<file path="src/lmgbs_pkg.sv">
`default_nettype none

package lmgbs_pkg;

  // Frame geometry
  localparam int SCAN_ROWS = 8;
  localparam int ROW_W     = $clog2(SCAN_ROWS);
  localparam int PIX_W     = 8;
  localparam int GLYPH_ROWS = 7;

  // Command codes
  localparam logic [2:0] FUNC_SET   = 3'd0;
  localparam logic [2:0] FUNC_CLR   = 3'd1;
  localparam logic [2:0] FUNC_CLEAR = 3'd2;
  localparam logic [2:0] FUNC_BLIT  = 3'd3;
  localparam logic [2:0] FUNC_TICK  = 3'd4;

  // Row select bits that are inactive (high) on a tick
  localparam logic [7:0] ROW_SEL_IDLE = 8'hFF;

  typedef struct packed {
    logic [2:0]        func;
    logic [2:0]        col;
    logic [2:0]        row;
    logic [7:0]        char_code;
    logic signed [7:0] shift_amount;
  } in_t;

  typedef struct packed {
    logic [15:0] drive_word;
    logic [3:0]  glyph_width;
  } out_t;

  typedef struct packed {
    logic [3:0]                        width;
    logic [GLYPH_ROWS-1:0][PIX_W-1:0] rows;
  } glyph_t;

  typedef enum logic [2:0] {
    S_IDLE,
    S_PIX,
    S_TICK,
    S_MASK,
    S_BLIT,
    S_DONE
  } state_e;

  function automatic glyph_t mk(input logic [3:0] w, input logic [7:0] r0,
                                input logic [7:0] r1, input logic [7:0] r2,
                                input logic [7:0] r3, input logic [7:0] r4,
                                input logic [7:0] r5, input logic [7:0] r6);
    glyph_t g;
    g.width   = w;
    g.rows[0] = r0;
    g.rows[1] = r1;
    g.rows[2] = r2;
    g.rows[3] = r3;
    g.rows[4] = r4;
    g.rows[5] = r5;
    g.rows[6] = r6;
    return g;
  endfunction

  // Font ROM: width and seven rows per code, empty for unlisted codes
  function automatic glyph_t glyph_rom(input logic [7:0] code);
    glyph_t g;
    case (code)
      8'h00: g = mk(4'd1, 8'h00, 8'h00, 8'h00, 8'h00, 8'h00, 8'h00, 8'h00);
      8'h0A: g = mk(4'd8, 8'h00, 8'h00, 8'h00, 8'h00, 8'h00, 8'h00, 8'h00);
      8'h20: g = mk(4'd2, 8'h00, 8'h00, 8'h00, 8'h00, 8'h00, 8'h00, 8'h00);
      8'h21: g = mk(4'd2, 8'h02, 8'h02, 8'h02, 8'h00, 8'h02, 8'h00, 8'h00);
      8'h22: g = mk(4'd2, 8'h03, 8'h03, 8'h00, 8'h00, 8'h00, 8'h00, 8'h00);
      8'h27: g = mk(4'd1, 8'h01, 8'h01, 8'h00, 8'h00, 8'h00, 8'h00, 8'h00);
      8'h2C: g = mk(4'd2, 8'h00, 8'h00, 8'h00, 8'h00, 8'h02, 8'h01, 8'h00);
      8'h2D: g = mk(4'd3, 8'h00, 8'h00, 8'h00, 8'h06, 8'h00, 8'h00, 8'h00);
      8'h2E: g = mk(4'd1, 8'h00, 8'h00, 8'h00, 8'h00, 8'h01, 8'h00, 8'h00);
      8'h3A: g = mk(4'd1, 8'h00, 8'h00, 8'h01, 8'h00, 8'h01, 8'h00, 8'h00);
      8'h3F: g = mk(4'd3, 8'h03, 8'h04, 8'h02, 8'h00, 8'h02, 8'h00, 8'h00);
      8'hA4: g = mk(4'd4, 8'h00, 8'h00, 8'h0C, 8'h06, 8'h0C, 8'h00, 8'h00);
      8'hA6: g = mk(4'd2, 8'h02, 8'h00, 8'h02, 8'h02, 8'h02, 8'h00, 8'h00);
      8'hA7: g = mk(4'd3, 8'h05, 8'h00, 8'h02, 8'h02, 8'h02, 8'h00, 8'h00);
      8'hAD: g = mk(4'd4, 8'h00, 8'h08, 8'h0E, 8'h02, 8'h02, 8'h00, 8'h00);
      8'hB4: g = mk(4'd4, 8'h0C, 8'h02, 8'h0E, 8'h02, 8'h0C, 8'h00, 8'h00);
      8'hB6: g = mk(4'd4, 8'h0E, 8'h04, 8'h04, 8'h04, 8'h0E, 8'h00, 8'h00);
      8'hB7: g = mk(4'd4, 8'h0A, 8'h0E, 8'h04, 8'h04, 8'h0E, 8'h00, 8'h00);
      8'hBD: g = mk(4'd4, 8'h08, 8'h0E, 8'h02, 8'h02, 8'h02, 8'h00, 8'h00);
      8'hC0: g = mk(4'd5, 8'h00, 8'h00, 8'h1A, 8'h16, 8'h1A, 8'h00, 8'h00);
      8'hC1: g = mk(4'd4, 8'h00, 8'h00, 8'h0C, 8'h0A, 8'h0C, 8'h00, 8'h00);
      8'hC2: g = mk(4'd4, 8'h0C, 8'h02, 8'h06, 8'h0A, 8'h04, 8'h00, 8'h00);
      8'hC3: g = mk(4'd5, 8'h00, 8'h00, 8'h0A, 8'h0A, 8'h1C, 8'h10, 8'h00);
      8'hC4: g = mk(4'd4, 8'h00, 8'h00, 8'h0C, 8'h0A, 8'h0C, 8'h08, 8'h04);
      8'hC5: g = mk(4'd4, 8'h00, 8'h00, 8'h0E, 8'h06, 8'h0E, 8'h00, 8'h00);
      8'hC6: g = mk(4'd6, 8'h00, 8'h00, 8'h1C, 8'h2A, 8'h1C, 8'h08, 8'h08);
      8'hC7: g = mk(4'd3, 8'h00, 8'h00, 8'h06, 8'h02, 8'h02, 8'h00, 8'h00);
      8'hC8: g = mk(4'd4, 8'h00, 8'h00, 8'h0A, 8'h04, 8'h0A, 8'h00, 8'h00);
      8'hC9: g = mk(4'd4, 8'h00, 8'h00, 8'h0A, 8'h0A, 8'h0C, 8'h00, 8'h00);
      8'hCA: g = mk(4'd4, 8'h00, 8'h04, 8'h00, 8'h0A, 8'h0C, 8'h00, 8'h00);
      8'hCB: g = mk(4'd4, 8'h00, 8'h00, 8'h0A, 8'h06, 8'h0A, 8'h00, 8'h00);
      8'hCC: g = mk(4'd4, 8'h00, 8'h00, 8'h0C, 8'h0A, 8'h0A, 8'h00, 8'h00);
      8'hCD: g = mk(4'd6, 8'h00, 8'h00, 8'h22, 8'h36, 8'h2A, 8'h00, 8'h00);
      8'hCE: g = mk(4'd4, 8'h00, 8'h00, 8'h0A, 8'h0E, 8'h0A, 8'h00, 8'h00);
      8'hCF: g = mk(4'd4, 8'h00, 8'h00, 8'h0E, 8'h0A, 8'h0E, 8'h00, 8'h00);
      8'hD0: g = mk(4'd4, 8'h00, 8'h00, 8'h0E, 8'h0A, 8'h0A, 8'h00, 8'h00);
      8'hD1: g = mk(4'd4, 8'h00, 8'h00, 8'h0E, 8'h0C, 8'h0A, 8'h00, 8'h00);
      8'hD2: g = mk(4'd4, 8'h00, 8'h00, 8'h06, 8'h0A, 8'h06, 8'h02, 8'h02);
      8'hD3: g = mk(4'd4, 8'h00, 8'h00, 8'h0E, 8'h02, 8'h0E, 8'h00, 8'h00);
      8'hD4: g = mk(4'd4, 8'h00, 8'h00, 8'h0E, 8'h04, 8'h04, 8'h00, 8'h00);
      8'hD5: g = mk(4'd4, 8'h00, 8'h00, 8'h0A, 8'h0A, 8'h0C, 8'h08, 8'h04);
      8'hD6: g = mk(4'd6, 8'h00, 8'h00, 8'h2A, 8'h1C, 8'h2A, 8'h00, 8'h00);
      8'hD7: g = mk(4'd4, 8'h04, 8'h0A, 8'h06, 8'h0A, 8'h06, 8'h00, 8'h00);
      8'hD8: g = mk(4'd3, 8'h00, 8'h00, 8'h02, 8'h06, 8'h06, 8'h00, 8'h00);
      8'hDA: g = mk(4'd4, 8'h00, 8'h00, 8'h06, 8'h08, 8'h06, 8'h08, 8'h06);
      8'hDB: g = mk(4'd6, 8'h00, 8'h00, 8'h2A, 8'h2A, 8'h3C, 8'h00, 8'h00);
      8'hDD: g = mk(4'd7, 8'h00, 8'h00, 8'h2A, 8'h2A, 8'h7C, 8'h40, 8'h00);
      8'hDE: g = mk(4'd4, 8'h00, 8'h00, 8'h0A, 8'h0E, 8'h08, 8'h00, 8'h00);
      8'hE0: g = mk(4'd6, 8'h3A, 8'h2A, 8'h2E, 8'h2A, 8'h3A, 8'h00, 8'h00);
      8'hE1: g = mk(4'd4, 8'h0C, 8'h0A, 8'h0E, 8'h0A, 8'h0A, 8'h00, 8'h00);
      8'hE2: g = mk(4'd4, 8'h0E, 8'h02, 8'h06, 8'h0A, 8'h06, 8'h00, 8'h00);
      8'hE3: g = mk(4'd5, 8'h0A, 8'h0A, 8'h0A, 8'h0A, 8'h1C, 8'h10, 8'h00);
      8'hE4: g = mk(4'd6, 8'h18, 8'h14, 8'h14, 8'h14, 8'h3E, 8'h22, 8'h00);
      8'hE5: g = mk(4'd4, 8'h0E, 8'h02, 8'h0E, 8'h02, 8'h0E, 8'h00, 8'h00);
      8'hE6: g = mk(4'd6, 8'h1C, 8'h2A, 8'h1C, 8'h08, 8'h08, 8'h00, 8'h00);
      8'hE7: g = mk(4'd4, 8'h0E, 8'h02, 8'h02, 8'h02, 8'h02, 8'h00, 8'h00);
      8'hE8: g = mk(4'd4, 8'h0A, 8'h0A, 8'h04, 8'h0A, 8'h0A, 8'h00, 8'h00);
      8'hE9: g = mk(4'd5, 8'h12, 8'h1A, 8'h1E, 8'h16, 8'h12, 8'h00, 8'h00);
      8'hEA: g = mk(4'd5, 8'h0C, 8'h12, 8'h1A, 8'h16, 8'h12, 8'h00, 8'h00);
      8'hEB: g = mk(4'd4, 8'h0A, 8'h06, 8'h06, 8'h0A, 8'h0A, 8'h00, 8'h00);
      8'hEC: g = mk(4'd4, 8'h0C, 8'h0A, 8'h0A, 8'h0A, 8'h0A, 8'h00, 8'h00);
      8'hED: g = mk(4'd6, 8'h22, 8'h36, 8'h2A, 8'h2A, 8'h22, 8'h00, 8'h00);
      8'hEE: g = mk(4'd4, 8'h0A, 8'h0A, 8'h0E, 8'h0A, 8'h0A, 8'h00, 8'h00);
      8'hEF: g = mk(4'd4, 8'h04, 8'h0A, 8'h0A, 8'h0A, 8'h04, 8'h00, 8'h00);
      8'hF0: g = mk(4'd4, 8'h0E, 8'h0A, 8'h0A, 8'h0A, 8'h0A, 8'h00, 8'h00);
      8'hF1: g = mk(4'd4, 8'h0C, 8'h0A, 8'h0C, 8'h0A, 8'h0A, 8'h00, 8'h00);
      8'hF2: g = mk(4'd4, 8'h06, 8'h0A, 8'h06, 8'h02, 8'h02, 8'h00, 8'h00);
      8'hF3: g = mk(4'd4, 8'h0C, 8'h02, 8'h02, 8'h02, 8'h0C, 8'h00, 8'h00);
      8'hF4: g = mk(4'd4, 8'h0E, 8'h04, 8'h04, 8'h04, 8'h04, 8'h00, 8'h00);
      8'hF5: g = mk(4'd4, 8'h0A, 8'h0A, 8'h0E, 8'h08, 8'h0E, 8'h00, 8'h00);
      8'hF6: g = mk(4'd6, 8'h2A, 8'h2A, 8'h1C, 8'h2A, 8'h2A, 8'h00, 8'h00);
      8'hF7: g = mk(4'd4, 8'h0E, 8'h0A, 8'h06, 8'h0A, 8'h0E, 8'h00, 8'h00);
      8'hF8: g = mk(4'd4, 8'h02, 8'h02, 8'h06, 8'h0A, 8'h06, 8'h00, 8'h00);
      8'hFA: g = mk(4'd4, 8'h06, 8'h08, 8'h06, 8'h08, 8'h06, 8'h00, 8'h00);
      8'hFB: g = mk(4'd6, 8'h2A, 8'h2A, 8'h2A, 8'h2A, 8'h3C, 8'h00, 8'h00);
      8'hFD: g = mk(4'd7, 8'h2A, 8'h2A, 8'h2A, 8'h2A, 8'h7C, 8'h40, 8'h00);
      8'hFE: g = mk(4'd4, 8'h0A, 8'h0A, 8'h0C, 8'h08, 8'h08, 8'h00, 8'h00);
      default: g = '0;
    endcase
    return g;
  endfunction

endpackage

`default_nettype wire

</file>
<file path="src/lmgbs_shift.sv">
`default_nettype none

// Shared column shifter: left for a positive offset, right otherwise
module lmgbs_shift
  import lmgbs_pkg::*;
(
  input  wire logic [PIX_W-1:0] data_i,
  input  wire logic signed [3:0] shamt_i,
  output logic      [PIX_W-1:0] data_o
);

  logic [3:0] neg_amt;

  assign neg_amt = 4'(-shamt_i);

  always_comb begin
    if (shamt_i > 4'sd0) begin
      data_o = data_i << shamt_i[2:0];
    end else begin
      data_o = data_i >> neg_amt[2:0];
    end
  end

endmodule

`default_nettype wire

</file>
<file path="config.mk">
export PLATFORM = sky130hd
export DESIGN_NAME = lmgbs_shift
export DESIGN_NICKNAME = d
export VERILOG_FILES = /design/src/lmgbs_pkg.sv /design/src/lmgbs_shift.sv
export SDC_FILE = /design/constraint.sdc
export NUM_CORES = 1
export LEC_CHECK = 0
export BUFFER_PORTS_ARGS = -buffer_cell sky130_fd_sc_hd__clkbuf_2
export CAP_MARGIN = 15
export CORE_MARGIN = 2
export CORE_UTILIZATION = 40
export DETAILED_ROUTE_END_ITERATION = 6
export GPL_TIMING_DRIVEN = 0
export PLACE_DENSITY = 0.66
export SYNTH_ARGS = -nofsm -noshare
export SYNTH_HDL_FRONTEND = slang
export SYNTH_SLANG_ARGS = --single-unit
export TNS_END_PERCENT = 10
</file>
<file path="constraint.sdc">
create_clock -name vclk -period 7.4
set_input_delay 1.85 -clock vclk [all_inputs]
set_output_delay 1.85 -clock vclk [all_outputs]
set_load 0.01 [all_outputs]
</file>
======== After elaboration in Yosys (flattened, before gate mapping) ========
Cells that the tools add are included.
cells by class
  add/subtract/negate cells ............... 1
  magnitude comparators ................... 1
  shifts and indexed selects .............. 2
  muxes and demuxes ....................... 1
operators by type and width
  operator            count
  $mux 8              1
  $shl 8x3->8         1
  $shr 8x3->8         1
  $gt 4x1->1 const B  1
  $neg 3->3           1
word-level totals
  bits in registers ....................... 0
  input port bits ......................... 12
  output and inout port bits .............. 8
  word-level logic and storage cells ...... 5

======== Logic depth before layout (Yosys ltp) ========
  word-level depth ........................ 3
  mapped depth ............................ 8
  mapped depth without buffers ............ 6

======== Least setup slack after synthesis ========
OpenSTA, ideal clock, no wires.
  path kind ............................... in2out
  start point ............................. input shamt_i[1]
  end point ............................... output data_o[0]
  arrival ................................. 3229 ps
  data required time ...................... 5550 ps
  path slack .............................. 2321 ps
  stages .................................. 6
  buffers on the path ..................... 1
  cells stage by stage .................... buf_2 -> inv_1 -> ha_1 -> mux4_2 -> a21oi_1 -> nand3_1
between the ends
  cells in the longest elaborated chain, start to end .. 3
  elaborated cells between the ends (all ways) .. 5
  those cells by class .................... 1 x add/sub; 1 x order compare; 2 x shift; 1 x mux
ends and longest elaborated chain
  element          line               text
  start, declared  lmgbs_shift.sv:8   input wire logic signed [3:0] shamt_i,
  $neg 3->3        lmgbs_shift.sv:14  assign neg_amt = 4'(-shamt_i);
  $shr 8x3->8      lmgbs_shift.sv:20  data_o = data_i >> neg_amt[2:0];
  $mux 8 (*)       lmgbs_shift.sv:17  if (shamt_i > 4'sd0) begin
  end, declared    lmgbs_shift.sv:9   output logic [PIX_W-1:0] data_o
Mark *: on every way between the ends. The rest lies on a longest branch, timed or not.

======== Worst setup path after layout ========
  start point ............................. input shamt_i[0]
  end point ............................... output data_o[4]
The elaborated chain is that of the path after synthesis.

==> flow_summary_export.csv <==
group,metric,value,unit
run_status,outcome,"completed",
sta,rsz0062_at_grt,"no",
sta,fmax,0.184,GHz
final_layout,syn2layout_area_growth,16.4,%
floorplanning,die_h,44.0,um
drt,first_pass_iters,4,
sta,worst_slack,1.97,ns
place,place.gp.congestion,0.834,
sta,fin_tns_setup,0,ns
cts,postCtsSetupBuffers,0,
drt,drt_iter0_markers,28,
sta,hold_viol_final,0,
synth,synth_area,641,um2
cts,hold_buffers,0,
synth,synth_seq_area_share,0,%
drt,finalWirelength,1780,um
power,p_sw_share,55.6,%
sta,period_minus_slack,5.43,ns
grt,grt_max_degree,11,
place,pre_cts_ws,1.97,ns
drt,via_count,781,
sta,setup_viol,0,
synth,ys_types,33,
grt,grt.total_usage,18.5,%
final_layout,num-clock-buffers,0,
power,internal_power,24.4,uW
setup_path,worstPathRequired,5.55,ns
synth,syn_inst,88,
grt,antenna_found_initial,0,
final_layout,drive_above_1_share,29.5,%
power,p_seq_share,0,%
min_path,min-delay-start,"shamt_i[3]",
drt,drc,0,
synth,ys_top_cells_by_area,"mux2i_1, mux4_1, mux4_2",
setup_path,critical_path_arrival,3.58,ns
final_layout,fillers,160,
sta,worstMarginPinSlew,0.461,ns
power,p_total,55.0,uW
final_layout,nNetsFinal,120,
place,portBuffers,17,
power,ir_worst_vdd,0.0250,mV
sta,slew_headroom,69.2,%
final_layout,seq_cells,0,
drt,antenna_left,0,
floorplanning,initial_core_util,42.5,%
place,dp_hpwl,1400,um
final_layout,layout_commonest_cell,"clkbuf_2",
drt,drt-wirelength-per-cell,14.7,um
synth,yosysTopAreaCell,"mux2i_1",
synth,ys_warn_count,0,
floorplanning,rows,14,
min_path,hold_path.class,"primary input to output pin",
floorplanning,coreArea,1510,um2
setup_path,start_kind,"primary input",
sta,hold-worst-slack,4.15,ns
synth,synth_area_per_cell,7.28,um2
floorplanning,die_area,1940,um2
final_layout,antennaDiodeCount,0,
cts,cts_resized,0,
synth,synth_nets,101,
power,combPwrFrac,100.0,%
floorplanning,die_w,44.0,um
run,drv_cap,0,
sta,period_share,73.4,%
synth,synth_top_area_share,15.6,%
final_layout,final_cell_mix,"clkbuf_2, nand2_1, mux2i_1, nor2_1",
setup_path,crit_fanout,10,
power,power_frac_clock,0,%
power,switchingPower,30.6,uW
setup_path,endpoint,"data_o[4]",
setup_path,crit_type,"primary input to output pin",
setup_path,crit_start,"shamt_i[0]",
sta,maxSlewViolCount,0,
drt,detail_route.vias_per_cell,6.45,
grt,grt_pass1_wl,2850,um
setup_path,worstSetupEndpointType,"output pin",
floorplanning,io-pin-count,20,
final_layout,ff_latch_area,0,um2
power,power.density,73.7,nW/um2
power,p_leak,0.000346,uW
grt,grt_overflow,0,
grt,grt_pass1_vias,657,
## Yosys cell counts (all sizes together), types with 2 or more instances
cell    count
nand3       4
o21ai       2
buf         7
nand2b      4
mux4        4
a221oi      2
mux2i      10
nor3        2
o211ai      3
a22oi       2
nand2      11
inv         4
nor2       10
mux2        2
a21oi       5
o22ai       4
## critical path, cell delays in order
cell and delay, ns:
clkbuf_2 0.10, buf_6 0.15, inv_2 0.08, ha_1 0.40, buf_6 0.18, mux2i_1 0.27
mux2i_1 0.17, a21oi_1 0.17, nand3_1 0.08, clkbuf_2 0.13
## cell type report
class | instances | area [um2] | share of cell area [%]
repair buffers | 17 | 85.1 | 11.4
inverters | 4 | 15.0 | 2.01
multi-input cells | 77 | 578 | 77.5
well taps | 16 | 20.0 | 2.68
plain buffers | 7 | 47.5 | 6.38
## power by group through the flow
stage	sequential, uW	clock [uW]	combinational, uW
after global routing	0	0	60.2
after CTS	0	0	54.6
after detailed placement	0	0	54.5
final	0	0	55.0
after global placement	0	0	54.1
after floorplan	0	0	38.4
## logic make-up after synthesis
| group | share of synthesized area, % |
|---|---|
| and+or+nand+nor | 27.5 |
| xor gates and xnor gates | 1.37 |
| AOI/OAI and AO/OA | 25.0 |
| adders and majority gates | 1.95 |
| buffers and inverters | 9.76 |
| muxes | 34.4 |
## worst min-delay path by stage
| stage | slack (ns) | cells after the start | to |
|---|---|---|---|
| final | 4.15 | 4 | data_o[3] |
| after global routing | 4.17 | 4 | data_o[3] |
| after CTS | 4.14 | 4 | data_o[7] |
| after detailed placement | 4.14 | 4 | data_o[7] |
| after global placement | 4.14 | 4 | data_o[7] |
| after floorplan | 3.91 | 2 | data_o[7] |
## routing by layer
layer,track usage (%),part of all wire [%],vias up
li1,-,-,373
met1,26.9,42,367
met2,31.2,50,37
met3,0,5.9,4
met4,3.64,1.6,0
met5,0,0,-
## per-stage QoR
step | instance area [um2] | util, % | cells
after floorplan | 641 | - | 88
after global placement | 746 | 49.5 | 121
after detailed placement | 746 | 49.5 | 121
after CTS | 746 | 49.5 | 121
after global routing | 746 | 49.5 | 121
final | 746 | 49.5 | 121
No activity file was read; power rests on OpenSTA's default activity.
