$ cat src/lmgbs_ram.sv
`default_nettype none

// Simple dual-port RAM: one write port, one read port with registered data
module lmgbs_ram #(
  parameter int WIDTH = 8,
  parameter int DEPTH = 8
) (
  input  wire logic                     clk_i,
  input  wire logic                     we_i,
  input  wire logic [$clog2(DEPTH)-1:0] waddr_i,
  input  wire logic [WIDTH-1:0]         wdata_i,
  input  wire logic                     re_i,
  input  wire logic [$clog2(DEPTH)-1:0] raddr_i,
  output logic      [WIDTH-1:0]         rdata_o
);

  logic [WIDTH-1:0] mem_q [DEPTH];

  always_ff @(posedge clk_i) begin
    if (we_i) begin
      mem_q[waddr_i] <= wdata_i;
    end
    if (re_i) begin
      rdata_o <= mem_q[raddr_i];
    end
  end

endmodule

`default_nettype wire

$ cat config.mk
export PLATFORM = sky130hd
export DESIGN_NAME = lmgbs_ram
export DESIGN_NICKNAME = d
export VERILOG_FILES = /design/src/lmgbs_ram.sv
export SDC_FILE = /design/constraint.sdc
export NUM_CORES = 1
export LEC_CHECK = 0
export ABC_CLOCK_PERIOD_IN_PS = 1750
export BUFFER_PORTS_ARGS = -buffer_cell sky130_fd_sc_hd__buf_2
export CAP_MARGIN = 10
export CELL_PAD_IN_SITES_DETAIL_PLACEMENT = 1
export CELL_PAD_IN_SITES_GLOBAL_PLACEMENT = 1
export CORE_AREA = 2 2 78 80
export DETAILED_ROUTE_END_ITERATION = 10
export DIE_AREA = 0 0 80 82
export PLACE_DENSITY_LB_ADDON = 0.08
export SETUP_SLACK_MARGIN = 0.5
export SYNTH_ARGS = -nofsm -noshare
export SYNTH_HDL_FRONTEND = slang
export SYNTH_SLANG_ARGS = --single-unit
$ cat constraint.sdc
create_clock -name clk_i -period 1.75 [get_ports clk_i]
set_input_delay 0.0875 -clock clk_i [delete_from_list [all_inputs] [get_ports clk_i]]
set_output_delay 0.0875 -clock clk_i [all_outputs]
set_load 0.01 [all_outputs]
=== After elaboration in Yosys (flattened, before gate mapping) ===
Memories as Yosys holds them, arrays and structs flattened. A register that Yosys moved wholly into a read port is not among the register bits.
Index checks and enable logic that the tools add are counted.
Widths: inputs -> output; s select.

* Muxes and demuxes: 2

{| class="wikitable"
|+ Operator list
! operator !! count
|-
| $mux 1 || 2
|}

* Memory bits (writable): 64
* Output and inout port bits: 8
* Input bits: 17
* Word-level logic and storage cells: 3
* Register bits: 0
* Memories: 1

{| class="wikitable"
|+ Memories
! name !! depth !! bits a word !! rd ports !! clocked after memory_dff !! write ports !! line !! source
|-
| mem_q || 8 || 8 || 1 || 1 || 1 || 17 || <nowiki>logic [WIDTH-1:0] mem_q [DEPTH];</nowiki>
|}

=== Longest topological paths before layout ===
Gate-level depths: netlist of run 1.

* Word-level depth: 2
* Depth in mapped cells: 4

=== Least setup slack after synthesis of run 1 ===
No wires, ideal clock.

* Kind: input to register
* From: in raddr_i[0]
* To: reg rdata_o[1] (read register of mem_q) (data pin)
* Arrival: 1111 ps
* Data required time: 1490 ps
* Path slack: 379 ps
* Library setup time: 260 ps
* Cell stages on the path: 4
* Cell sequence: buf_6 > buf_12 > mux4_1 > mux2_2

{| class="wikitable"
|+ RTL lines
! element !! line !! source
|-
| start: declaration || 13 || <nowiki>input wire logic [$clog2(DEPTH)-1:0] raddr_i,</nowiki>
|-
| end: declaration || 14 || <nowiki>output logic [WIDTH-1:0] rdata_o</nowiki>
|}

==> results of run 1 <==
state kept, by name (all words and copies together) (netlist names):
register,cells
mem_q,64
rdata_o,8
stage by stage:
| stage | worst slack, ps | instance area (um2) |
|---|---|---|
| after global routing | 337 | 3110 |
| after floorplan | 428 | 2730 |
| after detailed placement | 278 | 2970 |
| after global placement | 291 | 2970 |
| final | 380 | 3110 |
| after CTS | 364 | 3110 |
what timing repair did:
action	in CTS	in global routing
setup endpoints to repair	8	8
pin swaps	0	0
gates resized for setup	3	0
kinds of logic after synthesis:
kind of cell,count (synthesis),synth area share [%]
DFF,72,78.0
muxes,24,18.3
and+or+nand+nor,13,2.12
buffers and inverters,5,1.58
power by group:
part	internal [uW]	leakage [uW]	switching (uW)
registers	1970	0.000660	14.5
clock network	493	0.0000737	526
logic	100	0.000306	103
Yosys cell counts (all sizes together):
cell | count | area share, %
edfxtp | 72 | 78
mux4 | 16 | 15
buf | 4 | 1.4
nor2 | 6 | 0.81
nand2 | 2 | 0.27
clkbuf | 1 | 0.14
nor3 | 2 | 0.36
nand2b | 3 | 0.68
mux2 | 8 | 3.3
critical path, cell delays in order, from the launching register on:
cell,delay [ps]
sky130_fd_sc_hd__edfxtp_1,370
sky130_fd_sc_hd__mux4_2,480
sky130_fd_sc_hd__mux2_4,270
how the worst min path moves through the flow:
| stage | to | slack, ps | startpoint |
|---|---|---|---|
| 2_1_floorplan | mem_q[0][0] | 190 | wdata_i[0] |
| 3_3_place_gp | mem_q[0][7] | 340 | wdata_i[7] |
| 3_5_place_dp | mem_q[0][4] | 360 | wdata_i[4] |
| 4_1_cts | mem_q[6][4] | 7 | wdata_i[4] |
| 5_1_grt | mem_q[1][4] | 30 | wdata_i[4] |
| 6_report | mem_q[7][4] | 20 | wdata_i[4] |
area by class of cell:
| type | count | area (um2) |
|---|---|---|
| flip-flops and latches | 72 | 2160 |
| fillers | 515 | 2630 |
| clock buffers | 12 | 135 |
| repair buffers | 33 | 200 |
| well taps | 75 | 93.8 |
| multi-input cells | 37 | 513 |
| clock inverters | 2 | 8.76 |
per-layer routing:
layer	share of wire, %	track usage (%)	up-vias	wire length, um
li1	-	-	548	-
met1	43	22.0	647	2090
met2	52	28.7	24	2520
met3	3.1	3.96	8	148
met4	1.7	9.15	0	80
met5	0	0	-	0
==> metrics.log, run 1 <==
[metrics] result of the run: completed
[metrics] minimum hold slack: 17.9 ps
[metrics] mean cell area of the mapped netlist: 24.3 um2
[metrics] total leakage power: around 0.0010 uW
[metrics] endpoint class of the critical path: flop
[metrics] transition at the pin with the smallest max-transition slack: ~420 ps
[metrics] Worst Path Arrival: roughly 1500 ps
[metrics] clock slew at the register clock pins of the worst setup and hold paths: about 70 ps
[metrics] buffer count from post-CTS setup fixing: 0
[metrics] final setup TNS: 0 ps
[metrics] post-layout minimum cycle time: roughly 1400 ps
[metrics] worst min path class: input port to flop
[metrics] core footprint: around 0.0057 mm2
[metrics] Seq/Total Area, Yosys: around four fifths
[metrics] DRC viols: 0
[metrics] fraction of final layout cells sized beyond drive strength 1: 42.9%
[metrics] number of cells produced by synthesis: around 110
[metrics] critical path launch point type: flop
[metrics] top-level I/O count: 25
[metrics] remaining global-route overflow: 0
[metrics] Starting Density: between 40% and 50%
[metrics] cell at the root of the clock tree: sky130_fd_sc_hd__clkbuf_8
[metrics] number of H-tree levels: 3
[metrics] CTS Buf Count: 9
[metrics] Ant. Diodes: 0
[metrics] vias in the first global route: 1360
[metrics] number of warnings printed during yosys synthesis: 0
[metrics] max-slew violation count: 0
[metrics] total iterations of the first detailed-routing run: 4
[metrics] total wire length after detailed routing: slightly below 5000 um
[metrics] peak supply drop: about 0.56 mV
[metrics] total number of nets in the final design: between 150 and 200
[metrics] TritonCTS clock tree: built
[metrics] overall die area: 0.00656 mm2
[metrics] Skew-Pair Late Insertion Delay: 330 ps
[metrics] critical path start-end classification: flop to flop
[metrics] height of the chip: 82 um
[metrics] final critical-path share of the clock period: between 70% and 80%
[metrics] ratio of routed vias to standard cells: approximately 5.3
[metrics] Fmax achieved: ~0.73 GHz
[metrics] cells on worst reg2reg path: 2
[metrics] worst r2r src: mem_q[7][2]
[metrics] final estimated routing congestion in global placement: roughly 0.65
[metrics] vias: roughly 1.2k
[metrics] cell total after placement: ~220
[metrics] Crit Reg-Reg Endpoint: rdata_o[2]
[metrics] Min-Delay Path Depth: 1
[metrics] number of nets in the synthesized netlist: ~130
[metrics] cell area after synthesis: between 0.002 and 0.003 mm2
[metrics] pin count of the biggest net entering global routing: 17
[metrics] Detailed Route Iter0 Violations: 71
[metrics] quantity of hold-fixing buffers added after cts: 0
[metrics] capture point of the critical path: rdata_o[2]
[metrics] Hold Fails Final Rpt: 0
[metrics] antenna violations before repair: 0
[metrics] site row count: 28
[metrics] Post-Route Skew: around 4.6 ps
[metrics] register-to-register path setup slack: roughly 380 ps
[metrics] Relative slew margins: 72.3%
[metrics] flip-flop and latch count after synthesis: between 70 and 80
[metrics] maximum clock path buffer count: 2
[metrics] wire length per cell after detailed routing: about 21 um
[metrics] most frequent cells in the layout: sky130_fd_sc_hd__edfxtp_1, sky130_fd_sc_hd__buf_2, sky130_fd_sc_hd__mux4_2
[metrics] Final Total Pwr: around 3200 uW
[metrics] Syn-to-layout area delta: 12.3%
[metrics] Final Setup Violations: 0
[metrics] Clock Sinks: 72
[metrics] GRT Total Usage: 17.5%
[metrics] share of the core filled with cells: 54.2%
[metrics] power density over the cells: 1030 mW/mm2
[metrics] width of the die: ~80 um
[metrics] timing startpoint of the critical path: mem_q[7][2]
[metrics] reported max-cap violation count: 0
[metrics] commonest non-fill, non-tap cell in the layout: sky130_fd_sc_hd__edfxtp_1
[metrics] library cells used by synthesis: 13
[metrics] Detail Route Antenna Nets: 0
[metrics] unrepaired setup endpoints after global routing: true
[metrics] Req. time, crit path: 1830 ps
[metrics] final cell count without fillers: around 230
[metrics] count of buffers inserted at the top-level ports: 24
[metrics] Critical Path Fanout Max: 1
[metrics] post-DP HPWL: ~3000 um
[metrics] first-pass GRT wire length: roughly 7600 um
(Power assumes the default switching activity.)
==> run 2, diff against run 1 <==
ABC_CLOCK_PERIOD_IN_PS = 1100   (was 1750)
CORE_AREA = 2 2 81 83   (was 2 2 78 80)
DIE_AREA = 0 0 83 85   (was 0 0 80 82)
clock period = 1.1 ns   (was 1.75 ns; I/O delays follow)
==> metrics.log, run 2 (synthesized netlist as in run 1, its figures left out) <==
[metrics] transition at the pin with the smallest max-transition slack: approximately 280 ps
[metrics] Worst Path Arrival: approximately 1500 ps
[metrics] final cell count without fillers: 240
[metrics] CTS Buf Count: 9
[metrics] largest reg by FF count: mem_q
[metrics] timing startpoint of the critical path: mem_q[7][1]
[metrics] peak supply drop: ~0.92 mV
[metrics] minimum hold slack: -20.7 ps
[metrics] register-to-register path setup slack: -290 ps
[metrics] post-DP HPWL: ~3400 um
[metrics] total number of nets in the final design: 176
[metrics] unrepaired setup endpoints after global routing: true
[metrics] site row count: 29
[metrics] fraction of final layout cells sized beyond drive strength 1: between 50% and 60%
[metrics] Clock Sinks: about 70
[metrics] worst setup timing slack at the placement stage: -297 ps
[metrics] net switching component of the power: 1150 uW
[metrics] max-slew violation count: 0
[metrics] maximum clock path buffer count: 2
[metrics] overall die area: roughly 0.007 mm2
[metrics] total iterations of the first detailed-routing run: 4
[metrics] core footprint: a little over 0.006 mm2
[metrics] Detail Route Antenna Nets: 0
[metrics] result of the run: finished, violations left
[metrics] top-level I/O count: 25
[metrics] pin count of the biggest net entering global routing: 17
[metrics] biggest cell delay along the critical path: approximately 490 ps
[metrics] Slowest cell on crit path: sky130_fd_sc_hd__mux4_2
[metrics] cells on worst reg2reg path: 2
[metrics] power density over the cells: ~1700 mW/mm2
[metrics] Post-Route Skew: 8.30 ps
[metrics] capture point of the critical path: rdata_o[1]
[metrics] Starting Density: between 40 and 50%
[metrics] worst-path cell chain: mux4_2 > mux2_4
[metrics] Seq pwr share: a little over half
[metrics] Hold Fails Final Rpt: 12
[metrics] post-layout minimum cycle time: about 1400 ps
[metrics] antenna violations before repair: 0
[metrics] share of total power in combinational logic: under 10%
[metrics] failing checks: negative hold slack, negative setup slack
[metrics] height of the chip: 85 um
[metrics] largest registers in the final layout: mem_q (64), rdata_o (8)
[metrics] vias: 1251
[metrics] clock slew at the register clock pins of the worst setup and hold paths: 70 ps
[metrics] Detailed Route Iter0 Violations: 56
[metrics] clock share of power: 40.1%
[metrics] share of the core filled with cells: a little under three fifths
[metrics] number of H-tree levels: 3
[metrics] first-pass GRT wire length: approximately 8000 um
[metrics] Critical Path Fanout Max: 1
[metrics] Min-Delay Path Depth: 1
[metrics] path length in cells of the critical path: 2
[metrics] remaining global-route overflow: 0
[metrics] commonest non-fill, non-tap cell in the layout: sky130_fd_sc_hd__edfxtp_1
[metrics] Fmax achieved: 0.717 GHz
[metrics] ratio of routed vias to standard cells: 5.21
[metrics] worst r2r src: mem_q[7][1]
[metrics] endpoint class of the critical path: flop
[metrics] count of buffers inserted at the top-level ports: 24
[metrics] total wire length after detailed routing: around 5000 um
[metrics] critical path launch point type: flop
[metrics] CP delay by family, top: multiplexers
[metrics] Relative slew margins: around 81%
[metrics] vias in the first global route: 1384
[metrics] wire length per cell after detailed routing: approximately 21 um
[metrics] final estimated routing congestion in global placement: around 0.68
[metrics] final critical-path share of the clock period: 127%
[metrics] Ant. Diodes: 0
[metrics] Final Setup Violations: 8
[metrics] count of buffer and inverter cells on the critical path: 0
[metrics] Req. time, crit path: about 1200 ps
[metrics] switching fraction of total power: around a fifth
[metrics] worst min path class: input port to flop
[metrics] Largest register FFs: 64
[metrics] DRC viols: 0
[metrics] minimum setup slack in the final design: -294 ps
[metrics] cell at the root of the clock tree: sky130_fd_sc_hd__clkbuf_8
[metrics] Fill cells: between 500 and 600
[metrics] Syn-to-layout area delta: 27.2%
[metrics] total leakage power: 0.00119 uW
[metrics] Crit Reg-Reg Endpoint: rdata_o[1]
[metrics] Skew-Pair Late Insertion Delay: ~330 ps
[metrics] most frequent cells in the layout: sky130_fd_sc_hd__edfxtp_1, sky130_fd_sc_hd__buf_2, sky130_fd_sc_hd__mux4_2
[metrics] reported max-cap violation count: 0
[metrics] critical path start-end classification: flop to flop
[metrics] TritonCTS clock tree: built
[metrics] GRT Total Usage: between 15 and 20%
[metrics] cell total after placement: 223
[metrics] width of the die: 83 um
[metrics] cell-internal power: roughly 4800 uW
-- run 2: cell count changes in the layout (fill, tap and decap cells not counted), sizes merged --
cell | before | now
clkbuf | 12 | 9
clkinv | 2 | 1
clkinvlp | 0 | 2
bufinv | 0 | 3
buf | 33 | 39
-- run 2: through the flow --
step / TNS, ps / hold WS, ps / power, uW / area [um2]
2_1_floorplan: -1560 / 154 / 3440 / 2850
3_5_place_dp: -2270 / 320 / 3640 / 3220
4_1_cts: -2160 / -31.8 / 6040 / 3510
5_1_grt: -2340 / -12.7 / 6190 / 3520
3_3_place_gp: -2130 / 312 / 3620 / 3220
6_report: -2130 / -20.7 / 6000 / 3520
-- run 2: worst register-to-register path, stage by stage (launching register included) --
cell,delay [ps]
sky130_fd_sc_hd__edfxtp_1,390
sky130_fd_sc_hd__mux4_2,490
sky130_fd_sc_hd__mux2_4,270
-- run 2: timing repair --
action	4_1_cts	5_1_grt
buffers inserted	2	0
endpoints found under the setup margin	76	30
pin swaps	4	1
hold endpoints to repair	39	8
gates resized for setup	9	4
-- run 2: power by group through the flow --
stage	logic (uW)	clock network, uW	registers (uW)
detailed placement	419	0	3220
global route	471	2550	3160
floorplan	215	0	3220
CTS	439	2440	3160
finish	437	2400	3160
global placement	401	0	3210
-- run 2: worst min-delay path by stage --
stage,startpoint,end,slack [ps]
3_5_place_dp,wdata_i[5],mem_q[2][5],320
5_1_grt,wdata_i[5],mem_q[5][5],-10
6_report,wdata_i[5],mem_q[5][5],-20
2_1_floorplan,wdata_i[0],mem_q[0][0],150
4_1_cts,wdata_i[5],mem_q[5][5],-30
3_3_place_gp,wdata_i[5],mem_q[0][5],310
-- run 2: final cells by class --
class	instances	area, um2	area share [%]
Sequential cell	72	2160	61.3
Multi-Input combinational cell	37	647	18.4
Timing Repair Buffer	39	387	11.0
Clock buffer	9	124	3.51
Clock inverter	6	109	3.09
Tap cell	77	96.3	2.73
-- run 2: metal layers --
metal / vias up / wire, um / global-route usage, % / share of wire (%)
met3: 4 / 154 / 4.09 / 3.1
li1: 567 / - / - / -
met4: 0 / 44 / 6.26 / 0.89
met2: 25 / 2560 / 25.4 / 52
met5: - / 0 / 0 / 0
met1: 655 / 2190 / 20.7 / 44
==> run 3, diff against run 2 <==
CELL_PAD_IN_SITES_DETAIL_PLACEMENT = default   (was 1)
CELL_PAD_IN_SITES_GLOBAL_PLACEMENT = default   (was 1)
CORE_AREA = 2 2 78 80   (was 2 2 81 83)
CTS_BUF_LIST = sky130_fd_sc_hd__clkbuf_4   (was default)
DIE_AREA = 0 0 80 82   (was 0 0 83 85)
==> metrics.log, run 3 (synthesized netlist as in run 1, its figures left out) <==
[metrics] reported max-cap violation count: 0
[metrics] critical path start-end classification: flop to flop
[metrics] ratio of routed vias to standard cells: between 5 and 6
[metrics] Skew-Pair Late Insertion Delay: 400 ps
[metrics] remaining global-route overflow: 0
[metrics] site row count: 28
[metrics] worst-path cell chain: mux4_2 > mux2_2
[metrics] worst min path class: input port to flop
[metrics] failing checks: negative setup slack
[metrics] worst setup timing slack at the placement stage: -309 ps
[metrics] max-slew violation count: 0
[metrics] Starting Density: between 40% and 50%
[metrics] clock slew at the register clock pins of the worst setup and hold paths: approximately 110 ps
[metrics] fraction of final layout cells sized beyond drive strength 1: 51.8%
[metrics] GRT Total Usage: 16.3%
[metrics] post-layout minimum cycle time: between 1000 and 1500 ps
[metrics] peak supply drop: between 0.8 and 0.9 mV
[metrics] total wire length after detailed routing: roughly 4600 um
[metrics] Detailed Route Iter0 Violations: slightly above 80
[metrics] number of H-tree levels: 3
[metrics] most frequent cells in the layout: sky130_fd_sc_hd__edfxtp_1, sky130_fd_sc_hd__buf_2, sky130_fd_sc_hd__mux4_2
[metrics] vias: 1255
[metrics] Hold Fails Final Rpt: 0
[metrics] commonest non-fill, non-tap cell in the layout: sky130_fd_sc_hd__edfxtp_1
[metrics] Detail Route Antenna Nets: 0
[metrics] Ant. Diodes: 0
[metrics] Req. time, crit path: between 1000 and 1500 ps
[metrics] Fmax achieved: roughly 0.73 GHz
[metrics] DRC viols: 0
[metrics] share of the core filled with cells: 60.0%
[metrics] Slowest cell on crit path: sky130_fd_sc_hd__mux4_2
[metrics] largest registers in the final layout: mem_q (64), rdata_o (8)
[metrics] CP delay by family, top: multiplexers
[metrics] top-level I/O count: 25
[metrics] count of buffers inserted at the top-level ports: 24
[metrics] Clock Sinks: 72
[metrics] wire length per cell after detailed routing: 19.1 um
[metrics] final critical-path share of the clock period: 125%
[metrics] width of the die: ~80 um
[metrics] transition at the pin with the smallest max-transition slack: ~270 ps
[metrics] core footprint: 0.00575 mm2
[metrics] unrepaired setup endpoints after global routing: true
[metrics] final estimated routing congestion in global placement: between 0.6 and 0.7
[metrics] Post-Route Skew: about 14 ps
[metrics] biggest cell delay along the critical path: around 470 ps
[metrics] total number of nets in the final design: about 180
[metrics] vias in the first global route: around 1.4k
[metrics] Largest register FFs: 64
[metrics] result of the run: finished, violations left
[metrics] minimum setup slack in the final design: -275 ps
[metrics] Relative slew margins: 82.2%
[metrics] Critical Path Fanout Max: 1
[metrics] Syn-to-layout area delta: 24.5%
[metrics] Worst Path Arrival: approximately 1500 ps
[metrics] Fill cells: 425
[metrics] Final Setup Violations: 8
[metrics] critical path launch point type: flop
[metrics] largest reg by FF count: mem_q
[metrics] power density over the cells: 1480 mW/mm2
[metrics] total iterations of the first detailed-routing run: 5
[metrics] pin count of the biggest net entering global routing: 17
[metrics] height of the chip: roughly 80 um
[metrics] overall die area: around 0.0066 mm2
[metrics] cell at the root of the clock tree: sky130_fd_sc_hd__clkbuf_4
[metrics] total leakage power: 0.00115 uW
[metrics] endpoint class of the critical path: flop
[metrics] maximum clock path buffer count: 2
[metrics] TritonCTS clock tree: built
[metrics] first-pass GRT wire length: 7240 um
[metrics] final setup TNS: -2050 ps
[metrics] CTS Buf Count: 9
[metrics] count of buffer and inverter cells on the critical path: 0
[metrics] antenna violations before repair: 0
run 3: final cells by class:
type	instances	area, um2	share of cell area (%)
Clock buffer	10	75.1	2.18
Clock inverter	5	48.8	1.41
Timing Repair Buffer	44	434	12.6
Multi-Input combinational cell	37	636	18.4
Sequential cell	72	2160	62.7
Tap cell	75	93.8	2.72
run 3: power breakdown:
group | internal (uW) | switching, uW | total (uW)
combinational | 231 | 201 | 432
clock | 689 | 833 | 1520
sequential | 3130 | 23.2 | 3150
total | 4050 | 1060 | 5110
run 3: final timing paths:
check | to | startpoint | slack (ps) | cells after the start
worst min-delay path | rdata_o[0] | re_i | 20 | 1
worst max-delay path | rdata_o[1] | mem_q[7][1] | -280 | 2
worst min register to register | rdata_o[6] | mem_q[2][6] | 760 | 2
worst max register to register | rdata_o[1] | mem_q[7][1] | -280 | 2
run 3: timing repair:
action	4_1_cts	5_1_grt
setup buffers	1	0
gates resized for setup	0	3
hold endpoints to repair	64	0
pin swaps	2	1
endpoints found under the setup margin	32	26
hold buffers	8	0
run 3: worst reg2reg max path, cell delays in order, from the launching register on:
cell and delay (ps):
sky130_fd_sc_hd__edfxtp_1 380, sky130_fd_sc_hd__mux4_2 470, sky130_fd_sc_hd__mux2_2 280
run 3: layer usage:
layer | part of all wire (%) | wire length [um] | track usage (%) | up-vias
li1 | - | - | - | 582
met1 | 45 | 2060 | 21.5 | 639
met5 | 0 | 0 | 0 | -
met4 | 1.4 | 65 | 6.61 | 0
met2 | 50 | 2310 | 26.1 | 28
met3 | 4.1 | 190 | 4.62 | 6
run 3: metrics by stage:
| step | cell area [um2] | hold WS [ps] | cells | power (uW) |
|---|---|---|---|---|
| after floorplan | 2850 | 154 | 114 | 3440 |
| after global placement | 3220 | 312 | 219 | 3610 |
| after detailed placement | 3220 | 323 | 219 | 3630 |
| after CTS | 3440 | 2.17 | 243 | 5150 |
| after global routing | 3450 | 1.51 | 243 | 5300 |
| final | 3450 | 17.7 | 243 | 5110 |
